File: src/rtl/ptw_pkg.sv
// Types and constants shared by the page table walker files.
`timescale 1ns / 1ps

package ptw_pkg;

  localparam int unsigned VA_W        = 48;
  localparam int unsigned PA_W        = 52;
  localparam int unsigned WORD_W      = 64;
  localparam int unsigned IDX_W       = 9;
  localparam int unsigned PAGE_SHIFT  = 12;
  localparam int unsigned MB2_SHIFT   = 21;
  localparam int unsigned GB1_SHIFT   = 30;
  localparam int unsigned ENTRY_BYTES = 8;
  localparam int unsigned ENTRY_SHIFT = $clog2(ENTRY_BYTES);
  localparam int unsigned LARGE_BIT   = 7;
  localparam int unsigned PRESENT_BIT = 0;

  typedef enum logic {
    REQ_XLATE = 1'b0,
    REQ_ENTRY = 1'b1
  } req_t;

  typedef enum logic [1:0] {
    KIND_READ  = 2'd0,
    KIND_DONE  = 2'd1,
    KIND_FAULT = 2'd2
  } kind_t;

  typedef enum logic [1:0] {
    LVL_PML4 = 2'd0,
    LVL_PDPT = 2'd1,
    LVL_PD   = 2'd2,
    LVL_PT   = 2'd3
  } lvl_t;

  typedef enum logic [2:0] {
    ST_IDLE,
    ST_PML4,
    ST_PDPT,
    ST_PD,
    ST_PT
  } st_t;

  typedef struct packed {
    logic              req_type;
    logic [WORD_W-1:0] dir_base;
    logic [VA_W-1:0]   virt_addr;
    logic [WORD_W-1:0] entry_word;
  } item_t;

  typedef struct packed {
    logic [1:0]      out_kind;
    logic [PA_W-1:0] out_addr;
  } result_t;

  typedef struct packed {
    logic    valid;
    result_t data;
  } res_bus_t;

endpackage

File: src/rtl/ptw_if.sv
// Handshake interfaces for the request and result channels.
`timescale 1ns / 1ps

interface ptw_in_if import ptw_pkg::*; ();
  logic              valid;
  logic              ready;
  logic              req_type;
  logic [WORD_W-1:0] dir_base;
  logic [VA_W-1:0]   virt_addr;
  logic [WORD_W-1:0] entry_word;

  modport source (output valid, req_type, dir_base, virt_addr, entry_word, input ready);
  modport sink   (input valid, req_type, dir_base, virt_addr, entry_word, output ready);
endinterface

interface ptw_out_if import ptw_pkg::*; ();
  logic            valid;
  logic            ready;
  logic [1:0]      out_kind;
  logic [PA_W-1:0] out_addr;

  modport source (output valid, out_kind, out_addr, input ready);
  modport sink   (input valid, out_kind, out_addr, output ready);
endinterface

File: src/rtl/four_level_page_table_walker_top.sv
// Top level of the four-level page table walker.
// One transfer is accepted per cycle unless the result channel stalls; a
// transfer passes the input register, the combinational entry decode and the
// result register. Requests that arrive while a walk is active and entry words
// that arrive while idle are consumed without a result. in_ch.ready depends
// combinationally on out_ch.ready through the result slot.
`timescale 1ns / 1ps

module four_level_page_table_walker_top import ptw_pkg::*; (
  input  logic      clk,
  input  logic      rst_n,
  ptw_in_if.sink    in_ch,
  ptw_out_if.source out_ch
);

  logic     item_valid;
  item_t    item;
  res_bus_t res;
  logic     slot_free;
  logic     advance;

  assign advance = item_valid && (!res.valid || slot_free);

  ptw_in_stage u_in (
    .clk        (clk),
    .rst_n      (rst_n),
    .in_ch      (in_ch),
    .advance    (advance),
    .item_valid (item_valid),
    .item       (item)
  );

  ptw_core u_core (
    .clk   (clk),
    .rst_n (rst_n),
    .item  (item),
    .take  (advance),
    .res   (res)
  );

  ptw_out_stage u_out (
    .clk       (clk),
    .rst_n     (rst_n),
    .load      (advance && res.valid),
    .data      (res.data),
    .slot_free (slot_free),
    .out_ch    (out_ch)
  );

endmodule

File: src/rtl/ptw_in_stage.sv
// Input register of the walker: captures one transfer per cycle while it is empty or its item advances.
`timescale 1ns / 1ps

module ptw_in_stage import ptw_pkg::*; (
  input  logic       clk,
  input  logic       rst_n,
  ptw_in_if.sink     in_ch,
  input  logic       advance,
  output logic       item_valid,
  output item_t      item
);

  logic  valid_r, valid_nxt;
  item_t item_r, item_nxt;
  logic  take;

  assign in_ch.ready = !valid_r || advance;
  assign take        = in_ch.valid && in_ch.ready;

  always_comb begin
    valid_nxt = valid_r;
    item_nxt  = item_r;
    if (take) begin
      valid_nxt           = 1'b1;
      item_nxt.req_type   = in_ch.req_type;
      item_nxt.dir_base   = in_ch.dir_base;
      item_nxt.virt_addr  = in_ch.virt_addr;
      item_nxt.entry_word = in_ch.entry_word;
    end else if (advance) begin
      valid_nxt = 1'b0;
    end
  end

  always_ff @(posedge clk) begin
    if (!rst_n) begin
      valid_r <= 1'b0;
    end else begin
      valid_r <= valid_nxt;
    end
  end

  always_ff @(posedge clk) begin
    item_r <= item_nxt;
  end

  assign item_valid = valid_r;
  assign item       = item_r;

endmodule

File: src/rtl/ptw_core.sv
// Walk state machine and entry decode for one item per cycle when take is high.
`timescale 1ns / 1ps

module ptw_core import ptw_pkg::*; (
  input  logic     clk,
  input  logic     rst_n,
  input  item_t    item,
  input  logic     take,
  output res_bus_t res
);

  st_t             state_r, state_nxt;
  logic [VA_W-1:0] vaddr_r, vaddr_nxt;
  logic [WORD_W-1:0] e;

  function automatic logic [IDX_W-1:0] tbl_index(logic [VA_W-1:0] va, lvl_t lvl);
    logic [IDX_W-1:0] idx;
    unique case (lvl)
      LVL_PML4: idx = va[PAGE_SHIFT + 3*IDX_W +: IDX_W];
      LVL_PDPT: idx = va[PAGE_SHIFT + 2*IDX_W +: IDX_W];
      LVL_PD:   idx = va[PAGE_SHIFT + IDX_W +: IDX_W];
      LVL_PT:   idx = va[PAGE_SHIFT +: IDX_W];
      default:  idx = '0;
    endcase
    return idx;
  endfunction

  function automatic logic [PA_W-1:0] next_read(logic [WORD_W-1:0] ent,
                                                logic [VA_W-1:0] va, lvl_t lvl);
    return {ent[PA_W-1:PAGE_SHIFT], tbl_index(va, lvl), {ENTRY_SHIFT{1'b0}}};
  endfunction

  assign e = item.entry_word;

  always_comb begin
    state_nxt         = state_r;
    vaddr_nxt         = vaddr_r;
    res.valid         = 1'b0;
    res.data.out_kind = KIND_READ;
    res.data.out_addr = '0;
    if (item.req_type == REQ_XLATE) begin
      if (state_r == ST_IDLE) begin
        res.valid         = 1'b1;
        res.data.out_addr = {{(PA_W-VA_W){1'b0}}, item.dir_base[VA_W-1:PAGE_SHIFT],
                             tbl_index(item.virt_addr, LVL_PML4), {ENTRY_SHIFT{1'b0}}};
        state_nxt         = ST_PML4;
        vaddr_nxt         = item.virt_addr;
      end
    end else if (state_r != ST_IDLE) begin
      res.valid = 1'b1;
      if (!e[PRESENT_BIT]) begin
        res.data.out_kind = KIND_FAULT;
        state_nxt         = ST_IDLE;
      end else begin
        unique case (state_r)
          ST_PML4: begin
            res.data.out_addr = next_read(e, vaddr_r, LVL_PDPT);
            state_nxt         = ST_PDPT;
          end
          ST_PDPT: begin
            if (e[LARGE_BIT]) begin
              res.data.out_kind = KIND_DONE;
              res.data.out_addr = {e[PA_W-1:GB1_SHIFT], vaddr_r[GB1_SHIFT-1:0]};
              state_nxt         = ST_IDLE;
            end else begin
              res.data.out_addr = next_read(e, vaddr_r, LVL_PD);
              state_nxt         = ST_PD;
            end
          end
          ST_PD: begin
            if (e[LARGE_BIT]) begin
              res.data.out_kind = KIND_DONE;
              res.data.out_addr = {e[PA_W-1:MB2_SHIFT], vaddr_r[MB2_SHIFT-1:0]};
              state_nxt         = ST_IDLE;
            end else begin
              res.data.out_addr = next_read(e, vaddr_r, LVL_PT);
              state_nxt         = ST_PT;
            end
          end
          ST_PT: begin
            res.data.out_kind = KIND_DONE;
            res.data.out_addr = {e[PA_W-1:PAGE_SHIFT], vaddr_r[PAGE_SHIFT-1:0]};
            state_nxt         = ST_IDLE;
          end
          default: begin
            state_nxt = ST_IDLE;
          end
        endcase
      end
    end
  end

  always_ff @(posedge clk) begin
    if (!rst_n) begin
      state_r <= ST_IDLE;
      vaddr_r <= '0;
    end else if (take) begin
      state_r <= state_nxt;
      vaddr_r <= vaddr_nxt;
    end
  end

endmodule

File: src/rtl/ptw_out_stage.sv
// Result register of the walker, drives the result channel.
`timescale 1ns / 1ps

module ptw_out_stage import ptw_pkg::*; (
  input  logic      clk,
  input  logic      rst_n,
  input  logic      load,
  input  result_t   data,
  output logic      slot_free,
  ptw_out_if.source out_ch
);

  logic    valid_r, valid_nxt;
  result_t data_r, data_nxt;

  assign slot_free = !valid_r || out_ch.ready;

  always_comb begin
    valid_nxt = valid_r;
    data_nxt  = data_r;
    if (load) begin
      valid_nxt = 1'b1;
      data_nxt  = data;
    end else if (out_ch.ready) begin
      valid_nxt = 1'b0;
    end
  end

  always_ff @(posedge clk) begin
    if (!rst_n) begin
      valid_r <= 1'b0;
    end else begin
      valid_r <= valid_nxt;
    end
  end

  always_ff @(posedge clk) begin
    data_r <= data_nxt;
  end

  assign out_ch.valid    = valid_r;
  assign out_ch.out_kind = data_r.out_kind;
  assign out_ch.out_addr = data_r.out_addr;

endmodule

File: src/flat_wrapper.sv
// flat-port wrapper written by rule: the top's interface ports become plain ports
module four_level_page_table_walker_top_flat import ptw_pkg::*;
  (clk, rst_n, in_ch_valid, in_ch_req_type, in_ch_dir_base, in_ch_virt_addr, in_ch_entry_word, in_ch_ready, out_ch_valid, out_ch_out_kind, out_ch_out_addr, out_ch_ready);
  ptw_in_if in_ch_i ();
  ptw_out_if out_ch_i ();
  input  logic clk;
  input  logic rst_n;
  input wire logic [$bits(in_ch_i.valid)-1:0] in_ch_valid;
  input wire logic [$bits(in_ch_i.req_type)-1:0] in_ch_req_type;
  input wire logic [$bits(in_ch_i.dir_base)-1:0] in_ch_dir_base;
  input wire logic [$bits(in_ch_i.virt_addr)-1:0] in_ch_virt_addr;
  input wire logic [$bits(in_ch_i.entry_word)-1:0] in_ch_entry_word;
  output wire logic [$bits(in_ch_i.ready)-1:0] in_ch_ready;
  output wire logic [$bits(out_ch_i.valid)-1:0] out_ch_valid;
  output wire logic [$bits(out_ch_i.out_kind)-1:0] out_ch_out_kind;
  output wire logic [$bits(out_ch_i.out_addr)-1:0] out_ch_out_addr;
  input wire logic [$bits(out_ch_i.ready)-1:0] out_ch_ready;
  assign in_ch_i.valid = in_ch_valid;
  assign in_ch_i.req_type = in_ch_req_type;
  assign in_ch_i.dir_base = in_ch_dir_base;
  assign in_ch_i.virt_addr = in_ch_virt_addr;
  assign in_ch_i.entry_word = in_ch_entry_word;
  assign in_ch_ready = in_ch_i.ready;
  assign out_ch_valid = out_ch_i.valid;
  assign out_ch_out_kind = out_ch_i.out_kind;
  assign out_ch_out_addr = out_ch_i.out_addr;
  assign out_ch_i.ready = out_ch_ready;
  four_level_page_table_walker_top u_core (.clk(clk), .rst_n(rst_n), .in_ch(in_ch_i), .out_ch(out_ch_i));
endmodule
File: config.mk
export PLATFORM = sky130hd
export DESIGN_NAME = four_level_page_table_walker_top_flat
export DESIGN_NICKNAME = d
export VERILOG_FILES = /design/src/rtl/ptw_pkg.sv /design/src/rtl/ptw_if.sv /design/src/rtl/four_level_page_table_walker_top.sv /design/src/rtl/ptw_in_stage.sv /design/src/rtl/ptw_core.sv /design/src/rtl/ptw_out_stage.sv /design/src/flat_wrapper.sv
export SDC_FILE = /design/constraint.sdc
export NUM_CORES = 1
export LEC_CHECK = 0
export ABC_AREA = 0
export BUFFER_PORTS_ARGS = -buffer_cell sky130_fd_sc_hd__clkbuf_2
export CAP_MARGIN = 10
export CORE_UTILIZATION = 56
export CTS_CLUSTER_DIAMETER = 40
export CTS_CLUSTER_SIZE = 24
export DETAILED_ROUTE_END_ITERATION = 8
export HOLD_SLACK_MARGIN = 0.05
export MAX_ROUTING_LAYER = met4
export PLACE_DENSITY = 0.85
export SKIP_CTS_REPAIR_TIMING = 1
export SLEW_MARGIN = 20
export SYNTH_ARGS = -nofsm -noshare
export SYNTH_HDL_FRONTEND = slang
export SYNTH_SLANG_ARGS = --single-unit
File: constraint.sdc
create_clock -name clk -period 19.2 [get_ports clk]
set_input_delay 0.96 -clock clk [delete_from_list [all_inputs] [get_ports clk]]
set_output_delay 0.96 -clock clk [all_outputs]
set_load 0.05 [all_outputs]
# After elaboration in Yosys (flattened, before gate mapping)
# Index checks and enable logic that the tools add are counted.
[totals] regBits=247 inputBits=181 out_inout_bits=56 word_cells=59
[op_classes] n_eq_ne=5 n_mux=23 bitwise_logic=1 n_reduce_logical=19
[op_table] cell="one-hot mux 52 bit (4 select lines)" n=1
[op_table] cell="2-to-1 mux 52 bit" n=2
[op_table] cell="2-to-1 mux 55 bit" n=1
[op_table] cell="2-to-1 mux 48 bit" n=1
[op_table] cell="2-to-1 mux 30 bit" n=1
[op_table] cell="2-to-1 mux 21 bit" n=1
[op_table] cell="2-to-1 mux 3 bit" n=5
[op_table] cell="one-hot mux 3 bit (3 select lines)" n=1
[op_table] cell="AND reduction 3 bit" n=3
[op_table] cell="2-to-1 mux 1 bit" n=7
[op_table] cell="== test 3 x 2 -> 1 bit (second input constant)" n=2
[op_table] cell="nonzero test 2 bit" n=3
[op_table] cell="2-to-1 mux 2 bit" n=2
[op_table] cell="== test 3 x 1 -> 1 bit (second input constant)" n=1
[op_table] cell="== test 3 bit (second input constant)" n=1
[op_table] cell="logical AND 1 bit" n=3
[op_table] cell="zero test 1 bit" n=3
[op_table] cell="zero test 3 bit" n=1
[op_table] cell="logical OR 1 bit" n=3
[op_table] cell="nonzero test 3 bit" n=1
[op_table] cell="!= test 2 bit (second input constant)" n=1
[op_table] cell="one-hot mux 1 bit (2 select lines)" n=1
[op_table] cell="AND reduction 2 bit" n=1
[op_table] cell="OR reduction 2 bit" n=1
[op_table] cell="NOT 1 bit" n=1

# Depth between registers and ports, before layout
[depth] word_depth=12 mapped_depth=9 mapped_depth_nobuf=6

# Hierarchy
# A second synthesis with hierarchy kept.
[unflattened] cells_unflattened=632 area_unflattened_um2=9990.8
[by_module_without_submodules] module="ptw_in_stage" instances=1 cells_per_inst=182 area_each_um2=5372.7 seq_area_each_um2=5335.1
[by_module_without_submodules] module="ptw_core" instances=1 cells_per_inst=389 area_each_um2=2929.1 seq_area_each_um2=840.8
[by_module_without_submodules] module="ptw_out_stage" instances=1 cells_per_inst=58 area_each_um2=1670.4 seq_area_each_um2=1641.6
[by_module_without_submodules] module="four_level_page_table_walker_top" instances=1 cells_per_inst=3 area_each_um2=18.8 seq_area_each_um2=0.0

# Worst setup path before layout
# OpenSTA, ideal clock, no wires.
[synth_timing] path_type="input-to-reg" startpoint="input port out_ch_ready" endpoint="register u_core.u_in.item_r, in the netlist u_core.u_in.item[0], enable pin" setup_time_ns=0.630 arrival_time_ns=6.776 t_required_ns=18.570 slack_ns=11.794 path_stages=3 path_buffers=0 path_cell_list="nand2b_1 nor2_1 nor2b_1"
[synth_via] elab_chain_cells=5
[synth_lines] item="start: declaration" line_no="flat_wrapper.sv:17" text="input wire logic [$bits(out_ch_i.ready)-1:0] out_ch_ready;"
[synth_lines] item="logical OR 1 bit" line_no="ptw_out_stage.sv:16" text="assign slot_free = !valid_r || out_ch.ready;"
[synth_lines] item="logical OR 1 bit" line_no="four_level_page_table_walker_top.sv:22" text="assign advance = item_valid && (!res.valid || slot_free);"
[synth_lines] item="logical AND 1 bit" line_no="four_level_page_table_walker_top.sv:22"
[synth_lines] item="logical OR 1 bit" line_no="ptw_in_stage.sv:17" text="assign in_ch.ready = !valid_r || advance;"
[synth_lines] item="logical AND 1 bit" line_no="ptw_in_stage.sv:18" text="assign take = in_ch.valid && in_ch.ready;"
[synth_lines] item="via u_core.u_in.take" line_no="ptw_in_stage.sv:15" text="logic take;"
[synth_lines] item="end signal: assignment" line_no="ptw_in_stage.sv:43" text="item_r <= item_nxt;"
[synth_lines] item="end: declaration" line_no="ptw_in_stage.sv:14" text="item_t item_r, item_nxt;"
# The timed path passes the listed nets, and every way through them passes these cells.
# A chain may end at the register's enable or synchronous reset.

# Worst setup path in the final report
[layout_timing] startpoint="register u_core.u_core.state_r[2]" endpoint="output port in_ch_ready"
[layout_via] elab_chain_cells=7 word_cells_on_any_way=9 classes_between="3 x mux; 6 x reduce/logical"
[layout_lines] item="start: declaration" line_no="ptw_core.sv:12" text="st_t state_r, state_nxt;"
[layout_lines] item="start signal: assignment" line_no="ptw_core.sv:98" text="state_r <= state_nxt;"
[layout_lines] item="zero test 3 bit / nonzero test 3 bit (equally long branches)" line_no="ptw_core.sv:42, ptw_core.sv:49"
[layout_lines] item="2-to-1 mux 1 bit / 2-to-1 mux 55 bit (equally long branches)" line_no="ptw_core.sv:42, ptw_core.sv:49"
[layout_lines] item="2-to-1 mux 1 bit *" line_no="ptw_core.sv:41" text="if (item.req_type == REQ_XLATE) begin"
[layout_lines] item="zero test 1 bit *" line_no="four_level_page_table_walker_top.sv:22"
[layout_lines] item="logical OR 1 bit *" line_no="four_level_page_table_walker_top.sv:22"
[layout_lines] item="logical AND 1 bit *" line_no="four_level_page_table_walker_top.sv:22"
[layout_lines] item="logical OR 1 bit *" line_no="ptw_in_stage.sv:17"
[layout_lines] item="end: declaration" line_no="flat_wrapper.sv:13" text="output wire logic [$bits(in_ch_i.ready)-1:0] in_ch_ready;"
# Mark *: on every way between the ends. The rest lies on a longest branch, timed or not.

==> results.ini <==
[detailed_routing]
drt_iter0_drc = 365
wl_per_cell_um = 17.8
ant_nets = 0
drt_wl_total_mm = 17.8
vias_per_cell = 5.52
num_vias = 5531
post-route-drc-count = 0
drt-pass1-iter-count = 5

[placed_design]
port_buffers = 186
hpwl_mm = 12.1
dpl_worst_slack_ps = 15850
dpl_cell_area_sq_um = 9640
globalplace.congestion = 0.867

[yosys]
async_reset_ff_frac = 0
synth.distinct_cells = 49
synth_seq_cells = 225
yosys_warnings = 0
synth_flop_cell = edfxtp_1
synthesis.area_sq_um = 8660
synth_seq_area_share = 0.729
synth_edf_count = 181
syn_inst = 603
syn_nets = 787
synth.avg_cell_area_sq_um = 14.4

[cells_and_area]
antennaDiodeCount = 0
fillers = 1032
final_nets = 975
drive_gt1_frac = 0.318
stdcell_area_sq_um = 10600
synthToLayoutAreaGrowth_pct = 22.5

[cts]
ctsLongestPathBuffers = 3
cts_tree = built
clock_latency_ps = 530
clkTransAtPathRegs_ps = 60
cts-buffers-inserted = 29
htreeDepth = 1
clock-sinks = 225
cts-root-buf = clkbuf_16

[floorplan]
dieArea_sq_um = 16000
row_count = 45
core_area_sq_um = 15100
boundaryPins = 237
die_h_um = 126
initial_core_util = 0.572
die_x_um = 126

[power_and_ir_drop]
ir_drop_uv = 73.3
power_w = 0.00115
p_leak_nw = 4.04
p_per_area_nw_per_um2 = 108

[critical_path]
timing.rr.start = u_core.u_core.state_r[2]
r2r_cells = 6
crit_path_end = in_ch_ready
ff2ff_setup_slack_ps = 16080
required_ps = 18240
arrival_ps = 2920
critPathLaunchType = flip-flop
cp-startpoint = u_core.u_core.state_r[2]
rr_endpoint = u_core.u_in.item[45]
crit_fanout = 26
worstSetupEndpointType = output port
critical_path_class = flip-flop to output port

[flow_run]
maxCapViolations = 0

[global_route]
grt_pass1_wl_mm = 28.1
antenna_found_initial = 0
grt_use_total = 0.232
grt.overflow.total = 0
grt_max_degree = 77
first_global_vias = 5592

[sta]
slew_viol_final = 0
finalHoldViolCount = 0
fin_ws_ps = 15320
fin_crit_ps = 3880
relSlewSlack = 0.296
fin_skew_ps = 20.3
worst_slew_pin_slew_ps = 1050
period_share = 0.202
setup_tns_ps = 0
setup_violations = 0
rsz0062_at_grt = no
max_freq_mhz = 258

[outcome]
run_status = completed

[hold_path]
hp-class = flip-flop to flip-flop

[synthesized netlist by cell type, drive strengths merged, types with 4 or more instances]
cell / number / share of area
a211oi: 9 / 0.0078
a21oi: 51 / 0.029
a221o: 9 / 0.010
a22o: 26 / 0.026
a2bb2oi: 8 / 0.0081
and2: 8 / 0.0058
buf: 26 / 0.023
clkbuf: 10 / 0.0066
dfxtp: 44 / 0.10
edfxtp: 181 / 0.63
inv: 4 / 0.0017
mux2i: 28 / 0.032
nand2: 108 / 0.047
nand2b: 4 / 0.0029
nand3: 10 / 0.0058
nor2: 19 / 0.0094
nor2b: 4 / 0.0029
nor3b: 13 / 0.014
o211ai: 8 / 0.0069
o21ai: 10 / 0.0058
[worst min-delay path by stage]
stage / startpoint / endpoint / slack, ps / cells past startpoint
after detailed placement: u_core.u_core.vaddr_r[1] / u_core.u_core.vaddr_r[1] / 450 / 2
after CTS: u_core.u_core.vaddr_r[1] / u_core.u_core.vaddr_r[1] / 460 / 2
after floorplan: u_core.u_core.vaddr_r[0] / u_core.u_core.vaddr_r[0] / 430 / 2
after global placement: u_core.u_core.vaddr_r[0] / u_core.u_core.vaddr_r[0] / 440 / 2
after global routing: u_core.u_core.vaddr_r[1] / u_core.u_core.vaddr_r[1] / 490 / 2
final: u_core.u_core.vaddr_r[0] / u_core.u_core.vaddr_r[0] / 450 / 2
[power by group]
| part | internal [W] | switching, W | leakage [nW] |
|---|---|---|---|
| logic | 0.0000252 | 0.0000459 | 1.46 |
| registers | 0.000554 | 0.0000103 | 2.11 |
| clock network | 0.000306 | 0.000204 | 0.473 |
[registers in the layout, summed over array words and instances (netlist names)]
register / count
u_core.u_core.state_r: 3
u_core.u_out.out_ch.out_addr: 52
u_core.u_out.out_ch.out_kind: 2
u_core.u_in.item: 127
u_core.u_core.vaddr_r: 39
u_core.u_out.out_ch.valid: 1
u_core.u_in.item_valid: 1
[cell usage in the layout, fill, tap and decap left out, drive strengths merged, types with 13 or more instances in the layout]
master,instances
nor3b,13
clkbuf,223
a22o,26
inv,16
dfxtp,44
nor2,19
mux2i,28
edfxtp,181
a21oi,51
nand2,108
[area by class of cell]
type / instances / area, sq um / share of cell area
multi-input cells: 337 / 2090 / 0.197
flip-flops and latches: 225 / 6320 / 0.595
clock buffers: 37 / 812 / 0.0765
clock inverters: 17 / 136 / 0.0129
inverters: 5 / 18.8 / 0.00177
well taps: 188 / 235 / 0.0222
repair buffers: 193 / 996 / 0.0939
[logic make-up after synthesis]
kind of cell	after synthesis	share of synthesized area
simple gates	179	0.102
xor+xnor	1	0.00101
fa+ha+maj	3	0.00434
mux	28	0.0324
buf+inv	41	0.0314
compound gates	126	0.0996
flops	225	0.729
[worst max-delay path: stages, from the launching register on]
cell      delay (ps)
dfxtp_1         1010
nor3_4           170
ha_1             360
nand2b_1         210
nor2_1           300
inv_1            110
clkbuf_2         250
[routing by layer]
layer	routed length (um)	vias to the layer above	GRT usage
li1	-	2634	-
met1	7260	2632	0.285
met2	8960	219	0.382
met3	1020	46	0.0413
met4	572	0	0.0999
met5	0	-	-
[per-stage QoR]
step	hold WS [ps]	std cells	utilization
floorplan	432	603	-
CTS	456	1001	0.699
global route	485	1002	0.700
detailed placement	448	947	0.637
finish	454	1002	0.700
global placement	442	947	0.637
Power figures use the tool's default switching activity.
